[config.mk]
export PLATFORM = sky130hd
export DESIGN_NAME = fw3_alu
export DESIGN_NICKNAME = d
export VERILOG_FILES = /design/src/rtl/fw3_pkg.sv /design/src/rtl/fw3_alu.sv
export SDC_FILE = /design/constraint.sdc
export NUM_CORES = 1
export LEC_CHECK = 0
export BUFFER_PORTS_ARGS = -buffer_cell sky130_fd_sc_hd__clkbuf_2
export CAP_MARGIN = 20
export CORE_AREA = 10 10 52 74
export DETAILED_ROUTE_END_ITERATION = 10
export DIE_AREA = 0 0 62 84
export PLACE_DENSITY = 0.67
export SLEW_MARGIN = 20
export SYNTH_ARGS = -nofsm -noshare
export SYNTH_HDL_FRONTEND = slang
export SYNTH_SLANG_ARGS = --single-unit
[constraint.sdc]
create_clock -name vclk -period 8.98
set_clock_uncertainty 0.05 [all_clocks]
set_input_delay 1.347 -clock vclk [all_inputs]
set_output_delay 1.347 -clock vclk [all_outputs]
set_load 0.05 [all_outputs]
[src/rtl/fw3_pkg.sv]
package fw3_pkg;

  localparam int GRID_MAX   = 16;
  localparam int GRID_RESET = 16;
  localparam int COORD_W    = 5;
  localparam int WALK_W     = COORD_W + 1;
  localparam int IDX_W      = $clog2(GRID_MAX);
  localparam int ADDR_W     = 3 * IDX_W;
  localparam int DEPTH      = GRID_MAX * GRID_MAX * GRID_MAX;
  localparam int NODE_W     = 13;
  localparam int OUT_W      = 14;
  localparam int PFX_W      = 3;

  localparam logic CMD_MARK  = 1'b0;
  localparam logic CMD_COUNT = 1'b1;

  typedef enum logic [3:0] {
    S_CLEAR,
    S_IDLE,
    S_PSETUP,
    S_PREAD,
    S_PACC,
    S_DELTA,
    S_UREAD,
    S_UWRITE,
    S_DONE
  } state_e;

  typedef struct packed {
    logic              we;
    logic              re;
    logic [ADDR_W-1:0] addr;
    logic [NODE_W-1:0] wdata;
  } ram_req_t;

  typedef struct packed {
    logic             sub;
    logic [OUT_W-1:0] a;
    logic [OUT_W-1:0] b;
  } alu_req_t;

endpackage

[src/rtl/fw3_alu.sv]
module fw3_alu (
  input  fw3_pkg::alu_req_t           req_i,
  output logic [fw3_pkg::OUT_W-1:0]   res_o
);

  // Wraps modulo 2^OUT_W; callers take the low bits they need.
  always_comb begin
    if (req_i.sub) begin
      res_o = req_i.a - req_i.b;
    end else begin
      res_o = req_i.a + req_i.b;
    end
  end

endmodule

==> flow_summary.toml, run 1 <==
[synth]
synth_top_family_by_area = "compound AO/OA/AOI/OAI gates"
syn_area_um2 = 962
synthTopCellsByArea = "ha_1, xnor2_1, nor2_1, a21oi_1, xor2_1"
synthAdderAreaFrac_pct = 20.3
synth_xor_area_share_pct = 20.0
synthCells = 133
synth_cell_types = 40
ys_warn_count = 0
synth_compound_area_share_pct = 32.2
synthMuxAreaShare_pct = 2.08
synth_seq_area_share_pct = 0
synth_area_leader_cell = "ha_1"
synth_area_per_cell_um2 = 7.23
post-synth-top-area-fraction_pct = 18.2
synth_simple_gate_area_share_pct = 20.7
syn_nets = 177

[worst_setup_path]
cp-end-kind = "output pin"
cp_common_cell = "clkbuf_2"
cp_slowest_stage_delay_ns = 0.35
critPathRequiredTime_ns = 7.58
startpoint_type = "input port"
critPathSlowestCell = "o41ai_2"
critical_path.max_fanout = 8
cp_cell_sequence = "clkbuf_2, nor3_1, a41oi_1, nor2_1, xor2_1, ha_1, a21oi_1, nand2_1, o41ai_2, xnor2_1, clkbuf_2"
cp.arrival_ns = 3.90
path_class = "in2out"

[power_and_ir_drop]
leakage_nw = 0.580
vdd_ir_drop_max_mv = 0.0951
p_int_uw = 59.1
switching_share_pct = 69.5
p_seq_share_pct = 0
p_switching_uw = 135
clock_power_share_pct = 0
p_comb_share_pct = 100.0
total_power_uw = 194
pwr_density_cell_mw_per_mm2 = 160

[placed_design]
dpl.cell_count = 211
dpl_cell_area_mm2 = 0.00121
dp_slack_ns = 3.70
gp_congestion = 0.830
detailed_place_hpwl_mm = 2.49
port_buffers = 43

[global_route]
grt_max_degree = 15
use_met1_pct = 11.5
grt_overflow = 0
antenna_found_initial = 0
grt_pass1_vias = 1153
grt.busiest_layer = "met2"
gr-usage-met3_pct = 2.13
grt.met2_usage_pct = 20.0
grt_first_pass_wirelength_mm = 4.71
grtUsageTotal_pct = 10.7

[sta]
hold_viol = 0
timing.final.crit_share_pct = 59.0
slew_viol_final = 0
max_slew.worst_pin.slew_ns = 0.409
layout_setup_ws_ns = 3.68
min_period_ns = 5.30
setup_tns_ns = 0
max_slew_margin_pct = 72.0
grt_setup_unrepaired = "false"
fmax_mhz = 189
setup_viol = 0

[detailed_routing]
wl_mm = 2.82
ant_nets = 0
vias = 1101
first_pass_iters = 4
via_per_inst = 5.22
wl_per_cell_um = 13.3
drc = 0
drt-initial-drc-count = 17

[finish]
drive_above_1_share_pct = 29.3
nClkBuffers = 0
seq_cell_count = 0
seq_area_um2 = 0
final_cell_mix = "clkbuf_2, nor2_1, xnor2_1"
antenna_cells = 0
fillers = 287
layout_commonest_cell = "clkbuf_2"
design_area_mm2 = 0.00121
nNetsFinal = 220
areaGrowthSynthToFinish_pct = 26.0
fin_cells = 211

[run_status]
outcome = "completed"

[die]
fp-row-count = 23
num_io_pins = 43
die-height_um = 84
fp.dieW_um = 62
start_util_pct = 36.7
fp.coreArea_mm2 = 0.00262
die-area_mm2 = 0.00521

[clock_tree]
holdBufCountCts = 0
post_cts.repair.setup_buffers = 0
cts_resized = 0

[run]
cap_violations = 0

[worst_hold_path]
hold_class = "in2out"
## power by group through the flow
| stage | clock network [mW] | registers [mW] | logic [mW] |
|---|---|---|---|
| after CTS | 0 | 0 | 0.195 |
| after floorplan | 0 | 0 | 0.153 |
| after global routing | 0 | 0 | 0.211 |
| final | 0 | 0 | 0.194 |
| after detailed placement | 0 | 0 | 0.194 |
| after global placement | 0 | 0 | 0.192 |
## worst max-delay path, delay by kind of cell
kind | cells | cell delay [ns]
AO/OA/AOI/OAI | 3 | 0.88
AND/OR/NAND/NOR | 3 | 0.63
buffers and inverters | 2 | 0.40
XOR/XNOR | 2 | 0.32
adder cells (fa/ha/maj) | 1 | 0.32
## path summary, 6_finish.rpt
kind / startpoint / to / slack, ns / cells after the start
worst min-delay path: req_i[14] / res_o[0] / 3.13 / 5
worst max-delay path: req_i[4] / res_o[13] / 3.68 / 11
## metal layers
layer  vias to the layer above  wire length (um)
li1                        571                 -
met4                         0                14
met1                       498              1130
met3                         2               164
met5                         -                 0
met2                        30              1510
## cells in the mapped netlist, types with 2 or more instances
cell     instances
nor2_1          18
xnor2_1         18
ha_1            14
a21oi_1         12
inv_1            9
nand2_1          7
nor3_1           6
o21ai_0          5
xor2_1           4
nand3_1          3
a21o_1           2
a31oi_1          2
a41oi_1          2
mux2i_1          2
nor2b_1          2
nor4_1           2
o21a_1           2
## per-stage QoR
stage	utilization (%)	hold WS (ns)
finish	46.3	3.13
floorplan	-	2.94
global route	46.3	3.19
global placement	46.3	3.12
CTS	46.3	3.13
detailed placement	46.3	3.13
## cells by family after synthesis
group / after synthesis
mux: 2
buf+inv: 11
compound gates: 40
fa+ha+maj: 15
simple gates: 43
xor+xnor: 22
## cell type report
class	count	area, um^2	area share [%]
Inverter	9	33.8	2.79
Tap cell	37	46.3	3.82
Timing Repair Buffer	43	215	17.8
Multi-Input combinational cell	122	917	75.6
Note: power is estimated with default switching activity, not from simulation.
==> run 2: changes to the inputs <==
PLACE_DENSITY = 0.7   (was 0.67)
clock period = 4.8 ns   (was 8.98 ns; I/O delays follow)
==> run 2 against run 1 <==
- final area stayed put
- critical path depth stayed put
- utilization stayed put
- flip-flop and latch count stayed put
- sequential share of layout area stayed put
- total power is 86% higher
- global-route usage is 0.14 points higher
- cell count stayed put
- routed wire length is 0.21% lower
- first-iteration DRC count is 29% higher
- via count is 2.8% lower
- critical endpoint unchanged
- largest cell class unchanged
- highest routed layer unchanged
==> flow_summary.toml, run 2 (synthesized netlist as in run 1, its figures left out) <==
[run_status]
outcome = "completed"

[power_and_ir_drop]
vdd_ir_drop_max_mv = 0.201
switching_share_pct = 69.5
clock_power_share_pct = 0
p_int_uw = 110
p_comb_share_pct = 100.0
pwr_density_cell_mw_per_mm2 = 298
leakage_nw = 0.580
p_switching_uw = 251
p_seq_share_pct = 0

[die]
start_util_pct = 36.7
fp.dieW_um = 62
fp.coreArea_mm2 = 0.00262
num_io_pins = 43
die-area_mm2 = 0.00521
die-height_um = 84
fp-row-count = 23

[worst_hold_path]
whs_path_depth = 5
hold_class = "in2out"

[sta]
fmax_mhz = 248
setup_viol = 0
max_slew_margin_pct = 69.7
setup_tns_ns = 0
min_period_ns = 4.03
hold_viol = 0
slew_viol_final = 0
holdWs_ns = 1.88
timing.final.crit_share_pct = 83.9
max_slew.worst_pin.slew_ns = 0.450
grt_setup_unrepaired = "false"

[finish]
drive_above_1_share_pct = 29.3
nNetsFinal = 220
seq_area_um2 = 0
nClkBuffers = 0
antenna_cells = 0
layout_commonest_cell = "clkbuf_2"
areaGrowthSynthToFinish_pct = 26.0
seq_cell_count = 0
final_cell_mix = "clkbuf_2, nor2_1, xnor2_1"

[detailed_routing]
via_per_inst = 5.07
wl_per_cell_um = 13.3
first_pass_iters = 4
ant_nets = 0
vias = 1070
drc = 0
drt-initial-drc-count = 22
wl_mm = 2.81

[worst_setup_path]
critical_path.max_fanout = 8
cp.arrival_ns = 3.26
cp-endpoint = "res_o[13]"
critPathRequiredTime_ns = 4.03
cp-end-kind = "output pin"
path_class = "in2out"
crit_start = "req_i[4]"
startpoint_type = "input port"

[clock_tree]
holdBufCountCts = 0
cts_resized = 0
post_cts.repair.setup_buffers = 0

[run]
cap_violations = 0

[global_route]
grt_pass1_vias = 1167
grtUsageTotal_pct = 10.8
grt_overflow = 0
grt_max_degree = 15
grt_first_pass_wirelength_mm = 4.75
antenna_found_initial = 0

[placed_design]
port_buffers = 43
gp_congestion = 0.881
detailed_place_hpwl_mm = 2.53
[run 2: cell counts in the layout (fill, tap and decap cells not counted)]
Identical to the previous run, type by type.
[run 2: layout make-up]
type                       count  area [um^2]
tap                           37         46.3
multi-input combinational    122          917
fill                         271         1410
inverter                       9         33.8
timing repair buffer          43          215
[run 2: critical path, stage by stage]
cell and delay [ns]:
clkbuf_2 0.11, nor3_1 0.34, a41oi_1 0.26, nor2_1 0.19
xor2_1 0.17, ha_1 0.32, a21oi_1 0.26, nand2_1 0.10
o41ai_2 0.35, xnor2_1 0.15, clkbuf_2 0.29
[run 2: per-layer routing]
layer / vias to the layer above / global-route usage (%) / share of wire (%)
met5: - / 0 / 0
met4: 0 / 0.816 / 0.89
li1: 571 / - / -
met2: 31 / 20.7 / 54
met3: 2 / 3.05 / 8.0
met1: 466 / 11.1 / 37
[run 2: through the flow]
stage / setup WS, ns / utilization (%) / instances / instance area [um^2] / power (mW)
final: 0.771 / 46.3 / 211 / 1210 / 0.362
after global placement: 0.832 / 46.3 / 211 / 1210 / 0.359
after floorplan: 0.692 / - / 133 / 962 / 0.287
after CTS: 0.772 / 46.3 / 211 / 1210 / 0.365
after detailed placement: 0.777 / 46.3 / 211 / 1210 / 0.364
after global routing: 0.561 / 46.3 / 211 / 1210 / 0.392
[run 2: power by group through the flow]
| stage | clock (mW) | sequential [mW] | combinational (mW) |
|---|---|---|---|
| finish | 0 | 0 | 0.362 |
| global route | 0 | 0 | 0.392 |
| CTS | 0 | 0 | 0.365 |
| detailed placement | 0 | 0 | 0.364 |
| global placement | 0 | 0 | 0.359 |
| floorplan | 0 | 0 | 0.287 |
[run 2: worst min-delay path by stage]
stage              start        to  slack, ns
2_1_floorplan   req_i[0]  res_o[0]       1.68
3_3_place_gp   req_i[14]  res_o[0]       1.87
3_5_place_dp   req_i[14]  res_o[0]       1.88
4_1_cts        req_i[14]  res_o[0]       1.88
5_1_grt        req_i[14]  res_o[0]       1.92
6_report       req_i[14]  res_o[0]       1.88
