### config.mk
export PLATFORM = sky130hd
export DESIGN_NAME = fw3_ctrl
export DESIGN_NICKNAME = d
export VERILOG_FILES = /design/src/rtl/fw3_pkg.sv /design/src/rtl/fw3_ctrl.sv
export SDC_FILE = /design/constraint.sdc
export NUM_CORES = 1
export LEC_CHECK = 0
export ABC_AREA = 0
export BUFFER_PORTS_ARGS = -buffer_cell sky130_fd_sc_hd__buf_2
export CAP_MARGIN = 20
export CORE_ASPECT_RATIO = 0.6
export CORE_UTILIZATION = 55
export CTS_BUF_LIST = sky130_fd_sc_hd__clkbuf_4 sky130_fd_sc_hd__clkbuf_8
export CTS_CLUSTER_SIZE = 16
export DETAILED_ROUTE_END_ITERATION = 16
export PLACE_DENSITY = 0.85
export SYNTH_ARGS = -nofsm -noshare
export SYNTH_HDL_FRONTEND = slang
export SYNTH_SLANG_ARGS = --single-unit
### constraint.sdc
create_clock -name clk_i -period 4.05 [get_ports clk_i]
set_clock_uncertainty 0.15 [all_clocks]
set_input_delay 0.405 -clock clk_i [delete_from_list [all_inputs] [get_ports clk_i]]
set_output_delay 0.405 -clock clk_i [all_outputs]
set_load 0.03 [all_outputs]
### src/rtl/fw3_pkg.sv
package fw3_pkg;

  localparam int GRID_MAX   = 16;
  localparam int GRID_RESET = 16;
  localparam int COORD_W    = 5;
  localparam int WALK_W     = COORD_W + 1;
  localparam int IDX_W      = $clog2(GRID_MAX);
  localparam int ADDR_W     = 3 * IDX_W;
  localparam int DEPTH      = GRID_MAX * GRID_MAX * GRID_MAX;
  localparam int NODE_W     = 13;
  localparam int OUT_W      = 14;
  localparam int PFX_W      = 3;

  localparam logic CMD_MARK  = 1'b0;
  localparam logic CMD_COUNT = 1'b1;

  typedef enum logic [3:0] {
    S_CLEAR,
    S_IDLE,
    S_PSETUP,
    S_PREAD,
    S_PACC,
    S_DELTA,
    S_UREAD,
    S_UWRITE,
    S_DONE
  } state_e;

  typedef struct packed {
    logic              we;
    logic              re;
    logic [ADDR_W-1:0] addr;
    logic [NODE_W-1:0] wdata;
  } ram_req_t;

  typedef struct packed {
    logic             sub;
    logic [OUT_W-1:0] a;
    logic [OUT_W-1:0] b;
  } alu_req_t;

endpackage

### src/rtl/fw3_ctrl.sv
module fw3_ctrl (
  input  logic                          clk_i,
  input  logic                          rst_ni,
  input  logic                          in_valid_i,
  output logic                          in_ready_o,
  input  logic                          cmd_i,
  input  logic [fw3_pkg::COORD_W-1:0]   low_x_i,
  input  logic [fw3_pkg::COORD_W-1:0]   low_y_i,
  input  logic [fw3_pkg::COORD_W-1:0]   low_z_i,
  input  logic [fw3_pkg::COORD_W-1:0]   high_x_i,
  input  logic [fw3_pkg::COORD_W-1:0]   high_y_i,
  input  logic [fw3_pkg::COORD_W-1:0]   high_z_i,
  input  logic [fw3_pkg::COORD_W-1:0]   grid_i,
  output fw3_pkg::ram_req_t             ram_req_o,
  input  logic [fw3_pkg::NODE_W-1:0]    ram_rdata_i,
  output fw3_pkg::alu_req_t             alu_req_o,
  input  logic [fw3_pkg::OUT_W-1:0]     alu_res_i,
  output logic                          res_valid_o,
  output logic [fw3_pkg::OUT_W-1:0]     res_data_o,
  input  logic                          res_free_i
);

  localparam int CW = fw3_pkg::COORD_W;
  localparam int WW = fw3_pkg::WALK_W;

  function automatic logic [CW-1:0] clamp_hi(input logic [CW-1:0] c, input logic [CW-1:0] g);
    clamp_hi = (c > g) ? g : c;
  endfunction

  // Lower corner minus one; a zero corner gives an empty prefix.
  function automatic logic [CW-1:0] clamp_lo(input logic [CW-1:0] c, input logic [CW-1:0] g);
    logic [CW-1:0] m;
    m = c - CW'(1);
    clamp_lo = (c == '0) ? '0 : ((m > g) ? g : m);
  endfunction

  function automatic logic [fw3_pkg::ADDR_W-1:0] node_addr(input logic [CW-1:0] x,
                                                            input logic [CW-1:0] y,
                                                            input logic [CW-1:0] z);
    logic [CW-1:0] xm;
    logic [CW-1:0] ym;
    logic [CW-1:0] zm;
    xm = x - CW'(1);
    ym = y - CW'(1);
    zm = z - CW'(1);
    node_addr = {xm[fw3_pkg::IDX_W-1:0], ym[fw3_pkg::IDX_W-1:0], zm[fw3_pkg::IDX_W-1:0]};
  endfunction

  function automatic logic [fw3_pkg::OUT_W-1:0] sext(input logic [fw3_pkg::NODE_W-1:0] v);
    sext = {{(fw3_pkg::OUT_W - fw3_pkg::NODE_W){v[fw3_pkg::NODE_W-1]}}, v};
  endfunction

  fw3_pkg::state_e state_q, state_d;
  logic                          cmd_q, cmd_d;
  logic [CW-1:0]                 lo_x_q, lo_y_q, lo_z_q, lo_x_d, lo_y_d, lo_z_d;
  logic [CW-1:0]                 hi_x_q, hi_y_q, hi_z_q, hi_x_d, hi_y_d, hi_z_d;
  logic [CW-1:0]                 cx_q, cy_q, cz_q, cx_d, cy_d, cz_d;
  logic [CW-1:0]                 x_q, y_q, z_q, x_d, y_d, z_d;
  logic [WW-1:0]                 ux_q, uy_q, uz_q, ux_d, uy_d, uz_d;
  logic [fw3_pkg::PFX_W-1:0]     k_q, k_d;
  logic [fw3_pkg::OUT_W-1:0]     acc_q, acc_d;
  logic [fw3_pkg::NODE_W-1:0]    delta_q, delta_d;
  logic [fw3_pkg::ADDR_W-1:0]    clr_q, clr_d;

  logic          mark_ok;
  logic          last_k;
  logic [CW-1:0] px, py, pz;
  logic [CW-1:0] nx, ny, nz;
  logic [WW-1:0] ax, ay, az;
  logic [WW-1:0] g_w;

  assign g_w    = WW'(grid_i);
  assign last_k = (k_q == '1);
  assign mark_ok = (low_x_i != '0) && (low_x_i <= grid_i) &&
                   (low_y_i != '0) && (low_y_i <= grid_i) &&
                   (low_z_i != '0) && (low_z_i <= grid_i);

  // Bit 0 of the prefix index picks the lower x, bit 1 y, bit 2 z.
  assign px = k_q[0] ? clamp_lo(lo_x_q, grid_i) : clamp_hi(hi_x_q, grid_i);
  assign py = k_q[1] ? clamp_lo(lo_y_q, grid_i) : clamp_hi(hi_y_q, grid_i);
  assign pz = k_q[2] ? clamp_lo(lo_z_q, grid_i) : clamp_hi(hi_z_q, grid_i);

  // Query walk: drop the lowest set bit.
  assign nx = x_q & (x_q - CW'(1));
  assign ny = y_q & (y_q - CW'(1));
  assign nz = z_q & (z_q - CW'(1));

  // Update walk: add the lowest set bit.
  assign ax = ux_q + (ux_q & (~ux_q + WW'(1)));
  assign ay = uy_q + (uy_q & (~uy_q + WW'(1)));
  assign az = uz_q + (uz_q & (~uz_q + WW'(1)));

  always_ff @(posedge clk_i or negedge rst_ni) begin
    if (!rst_ni) begin
      state_q <= fw3_pkg::S_CLEAR;
      clr_q   <= '0;
    end else begin
      state_q <= state_d;
      clr_q   <= clr_d;
    end
  end

  always_ff @(posedge clk_i) begin
    cmd_q   <= cmd_d;
    lo_x_q  <= lo_x_d;
    lo_y_q  <= lo_y_d;
    lo_z_q  <= lo_z_d;
    hi_x_q  <= hi_x_d;
    hi_y_q  <= hi_y_d;
    hi_z_q  <= hi_z_d;
    cx_q    <= cx_d;
    cy_q    <= cy_d;
    cz_q    <= cz_d;
    x_q     <= x_d;
    y_q     <= y_d;
    z_q     <= z_d;
    ux_q    <= ux_d;
    uy_q    <= uy_d;
    uz_q    <= uz_d;
    k_q     <= k_d;
    acc_q   <= acc_d;
    delta_q <= delta_d;
  end

  always_comb begin
    state_d = state_q;
    clr_d   = clr_q;
    cmd_d   = cmd_q;
    lo_x_d  = lo_x_q;
    lo_y_d  = lo_y_q;
    lo_z_d  = lo_z_q;
    hi_x_d  = hi_x_q;
    hi_y_d  = hi_y_q;
    hi_z_d  = hi_z_q;
    cx_d    = cx_q;
    cy_d    = cy_q;
    cz_d    = cz_q;
    x_d     = x_q;
    y_d     = y_q;
    z_d     = z_q;
    ux_d    = ux_q;
    uy_d    = uy_q;
    uz_d    = uz_q;
    k_d     = k_q;
    acc_d   = acc_q;
    delta_d = delta_q;

    in_ready_o  = 1'b0;
    res_valid_o = 1'b0;
    res_data_o  = acc_q;
    ram_req_o   = '0;
    alu_req_o.sub = 1'b0;
    alu_req_o.a   = acc_q;
    alu_req_o.b   = '0;

    unique case (state_q)
      fw3_pkg::S_CLEAR: begin
        ram_req_o.we   = 1'b1;
        ram_req_o.addr = clr_q;
        clr_d = clr_q + fw3_pkg::ADDR_W'(1);
        if (&clr_q) begin
          state_d = fw3_pkg::S_IDLE;
        end
      end
      fw3_pkg::S_IDLE: begin
        in_ready_o = 1'b1;
        if (in_valid_i) begin
          cmd_d  = cmd_i;
          lo_x_d = low_x_i;
          lo_y_d = low_y_i;
          lo_z_d = low_z_i;
          // A mark reads its own cell as a one-cell box.
          hi_x_d = (cmd_i == fw3_pkg::CMD_COUNT) ? high_x_i : low_x_i;
          hi_y_d = (cmd_i == fw3_pkg::CMD_COUNT) ? high_y_i : low_y_i;
          hi_z_d = (cmd_i == fw3_pkg::CMD_COUNT) ? high_z_i : low_z_i;
          acc_d  = '0;
          k_d    = '0;
          // Drop a mark outside the grid right here.
          if (cmd_i == fw3_pkg::CMD_COUNT || mark_ok) begin
            state_d = fw3_pkg::S_PSETUP;
          end
        end
      end
      fw3_pkg::S_PSETUP: begin
        cx_d = px;
        cy_d = py;
        cz_d = pz;
        x_d  = px;
        y_d  = py;
        z_d  = pz;
        if (px != '0 && py != '0 && pz != '0) begin
          state_d = fw3_pkg::S_PREAD;
        end else if (last_k) begin
          state_d = (cmd_q == fw3_pkg::CMD_MARK) ? fw3_pkg::S_DELTA : fw3_pkg::S_DONE;
        end else begin
          k_d = k_q + fw3_pkg::PFX_W'(1);
        end
      end
      fw3_pkg::S_PREAD: begin
        ram_req_o.re   = 1'b1;
        ram_req_o.addr = node_addr(x_q, y_q, z_q);
        state_d = fw3_pkg::S_PACC;
      end
      fw3_pkg::S_PACC: begin
        alu_req_o.sub = ^k_q;
        alu_req_o.a   = acc_q;
        alu_req_o.b   = sext(ram_rdata_i);
        acc_d   = alu_res_i;
        state_d = fw3_pkg::S_PREAD;
        if (nz != '0) begin
          z_d = nz;
        end else begin
          z_d = cz_q;
          if (ny != '0) begin
            y_d = ny;
          end else begin
            y_d = cy_q;
            if (nx != '0) begin
              x_d = nx;
            end else if (last_k) begin
              state_d = (cmd_q == fw3_pkg::CMD_MARK) ? fw3_pkg::S_DELTA : fw3_pkg::S_DONE;
            end else begin
              k_d     = k_q + fw3_pkg::PFX_W'(1);
              state_d = fw3_pkg::S_PSETUP;
            end
          end
        end
      end
      fw3_pkg::S_DELTA: begin
        alu_req_o.sub = 1'b1;
        alu_req_o.a   = fw3_pkg::OUT_W'(1);
        alu_req_o.b   = acc_q;
        delta_d = alu_res_i[fw3_pkg::NODE_W-1:0];
        ux_d    = WW'(lo_x_q);
        uy_d    = WW'(lo_y_q);
        uz_d    = WW'(lo_z_q);
        state_d = fw3_pkg::S_UREAD;
      end
      fw3_pkg::S_UREAD: begin
        ram_req_o.re   = 1'b1;
        ram_req_o.addr = node_addr(ux_q[CW-1:0], uy_q[CW-1:0], uz_q[CW-1:0]);
        state_d = fw3_pkg::S_UWRITE;
      end
      fw3_pkg::S_UWRITE: begin
        alu_req_o.sub   = 1'b0;
        alu_req_o.a     = sext(ram_rdata_i);
        alu_req_o.b     = sext(delta_q);
        ram_req_o.we    = 1'b1;
        ram_req_o.addr  = node_addr(ux_q[CW-1:0], uy_q[CW-1:0], uz_q[CW-1:0]);
        ram_req_o.wdata = alu_res_i[fw3_pkg::NODE_W-1:0];
        state_d = fw3_pkg::S_UREAD;
        if (az <= g_w) begin
          uz_d = az;
        end else begin
          uz_d = WW'(lo_z_q);
          if (ay <= g_w) begin
            uy_d = ay;
          end else begin
            uy_d = WW'(lo_y_q);
            if (ax <= g_w) begin
              ux_d = ax;
            end else begin
              state_d = fw3_pkg::S_IDLE;
            end
          end
        end
      end
      fw3_pkg::S_DONE: begin
        res_valid_o = 1'b1;
        if (res_free_i) begin
          state_d = fw3_pkg::S_IDLE;
        end
      end
      default: begin
        state_d = fw3_pkg::S_IDLE;
      end
    endcase
  end

endmodule

==> metrics <==
status complete, no violations; combinational family with the most area after synthesis compound AO/OA/AOI/OAI gates; clk slew on worst S/H paths 80 ps; final setup vio count 0; Max Root-Sink Buffers 2; fin. max-slew vios 0; Internal around 3700 uW; crit path time final roughly 3900 ps; Fin Setup TNS 0 ps; initial antenna violation count 0; DRC violation count after routing 0; post-synthesis sequential area ratio 42.1%; Sw Pwr 2790 uW; Combinational Power Share 47.0%; ys async rst share roughly an eighth; Clk network pwr share between 15 and 20%; Post-DRT Antenna Nets 0; mux cell area share after synthesis ~3.7%; yosys synthesis warning count 0; RSZ-0062 raised after global routing no; non-filler cells, final ~1,200; H-tree depth 4; number of flops mapped to enable cells by yosys 104; Die Ht between 90 and 100 um; CP Capture Type register; hold crit path type input pin to register; Synth-to-Final Area Change 18.5%; # Max-Cap Violations 0; Yosys cell types 65; mapped cell area 0.00837 sq mm; worst path arrival time between 3000 and 4000 ps; routed vias 7,384; Adder-Cell Fraction of Synth Area 14.2%; CP Launch Type register; pin count of the biggest net entering global routing 37; die area 0.0157 sq mm; GRT Overall Usage 29.6%; Max Freq 0.259 GHz; Initial Util 57.0%; Syn Inst Count 822; Core ar. 0.0147 sq mm; global-route wire length before repair roughly 37 mm; Seq pwr share 33.7%; xor and xnor area share after synthesis 2.93%; Port Buffers 138; synthesized flop and latch total 120; slew margin rel. about 53%; Top FF cell, synth edfxtp_1; Leak 0.00461 uW; Crit Path Category register to register; row count 34; CTS buffer count 17; Routed WL 23.0 mm; Slew @ Worst Pin 699 ps; WHS between 7 and 8 ps; fin nets 1,143; DP HPWL 17.1 mm; Final Cycle Share 95.4%; Tot Pwr 6440 uW; DRT iter0 DRCs about 800; Root Driver clkbuf_8; vias in the first global route 7,023; drt pass-1 iters 7; R2R setup slack 190 ps; Top-Level Pins between 100 and 150; layout cells sized above 1 23.7%; CTS tree done; Sw Share roughly 43%; chip width about 160 um; PwrDens 649 mW/mm^2; CP required 4100 ps; worst skew pair latency 440 ps; post-synthesis compound-gate area fraction 17.1%; Routability Congestion ~0.94; clk sink count 120; simple-gate share of the synthesized area 15.7%; # diodes 0; placed cells around 1,200; CP Max Fanout 5; Overflow after GRT 0; final hold viol count 0; average size of a mapped cell ~10 sq um; routed len/inst 19.3 um; Via density about 6.2; Worst IR Drop VDD around 0.54 mV
cells in the mapped netlist (16+ instances only):
cell type  number  area share, %
dfrtp_1        16            4.8
edfxtp_1      104             37
and3_1         21            1.6
mux2_2         21            2.8
nand2_1        80            3.6
a21oi_1        39            2.3
clkbuf_1       24            1.1
a222oi_1       22            2.6
a22o_1         16            1.7
ha_1           95             14
o21ai_0        25            1.5
nor2_1         50            2.2
nor3_1         25            1.5
inv_1          68            3.0
worst paths after layout:
check / start / to / cells past startpoint
worst max-delay path: lo_y_q[0]$_DFFE_PP_ / k_q[2]$_SDFFCE_PN0P_ / 15
worst min-delay path: alu_res_i[6] / delta_q[6]$_DFFE_PP_ / 1
worst max register to register: lo_y_q[0]$_DFFE_PP_ / k_q[2]$_SDFFCE_PN0P_ / 15
worst min register to register: clr_q[7]$_DFFE_PN0N_ / clr_q[7]$_DFFE_PN0N_ / 1
max in group asynchronous: rst_ni / state_q[1]$_DFFE_PN0P_ / 2
min in group asynchronous: rst_ni / state_q[0]$_DFFE_PN0P_ / 2
logic make-up after synthesis:
logic type / count (synthesis)
simple gates: 263
compound gates: 191
flops: 120
buf+inv: 96
fa+ha+maj: 95
xor+xnor: 28
mux: 28
other cells: 1
timing repair:
item	CTS	global route
gates resized for setup	0	8
hold endpoints to repair	20	0
buffers inserted	0	4
hold buffers	5	0
setup endpoints to repair	0	13
area by class of cell:
type / instances / area (sq um)
Clock inverter: 11 / 178
Timing Repair Buffer: 167 / 921
Tap cell: 198 / 248
Multi-Input combinational cell: 607 / 4530
Fill cell: 1107 / 4750
Inverter: 68 / 255
Clock buffer: 21 / 264
Sequential cell: 120 / 3520
per-stage QoR:
stage | worst slack, ps | utilization, % | instance area (sq um)
6_report | 187 | 67.6 | 9920
2_1_floorplan | 539 | - | 8380
5_1_grt | 3.06 | 67.6 | 9920
3_5_place_dp | 134 | 63.8 | 9370
4_1_cts | 64.9 | 67.2 | 9860
3_3_place_gp | 304 | 63.8 | 9370
cells in the final DEF, fill, tap and decap left out, types with 14 or more instances in the layout:
cell	Yosys	final
a21o_1	14	14
a21oi_1	39	38
a222oi_1	22	22
a22o_1	16	16
and2_1	14	14
and3_1	21	21
buf_2	0	138
buf_4	0	24
clkbuf_8	0	17
dfrtp_1	16	16
edfxtp_1	104	104
ha_1	95	94
inv_1	68	67
mux2_2	21	21
nand2_1	80	79
nand3_1	14	14
nor2_1	50	49
nor3_1	25	23
o21ai_0	25	25
xnor2_1	15	15
power groups by stage:
stage | Sequential [uW] | Combinational [uW] | Clock, uW
after detailed placement | 2170 | 2860 | 0
final | 2170 | 3030 | 1240
after CTS | 2150 | 2910 | 1240
after floorplan | 2070 | 2030 | 0
after global placement | 2160 | 2790 | 0
after global routing | 2210 | 3270 | 1300
registers in the layout, summed over array words and instances (netlist names), 6 cells and up:
name / count
delta_q: 13
clr_q: 12
uz_q: 6
res_data_o: 14
uy_q: 6
ux_q: 6
metal layers:
layer  vias up  wire length [um]  GRT usage, %
li1       3412                 -             -
met1      3520             10100          42.9
met2       402              9970          43.4
met3        50              2430          7.77
met4         0               439          8.49
met5         -                 0             0
worst max-delay path, stage by stage (launching register included):
cell	delay [ps]
edfxtp_1	430
inv_2	110
ha_2	210
or4b_4	480
nand2_1	90
ha_1	260
and4_2	280
a211oi_1	240
o21ai_1	130
nand2_2	140
a222oi_1	110
buf_4	180
a41o_1	270
a31oi_4	220
nand2_1	110
o221a_2	190
No activity file was read; power rests on OpenSTA's default activity.
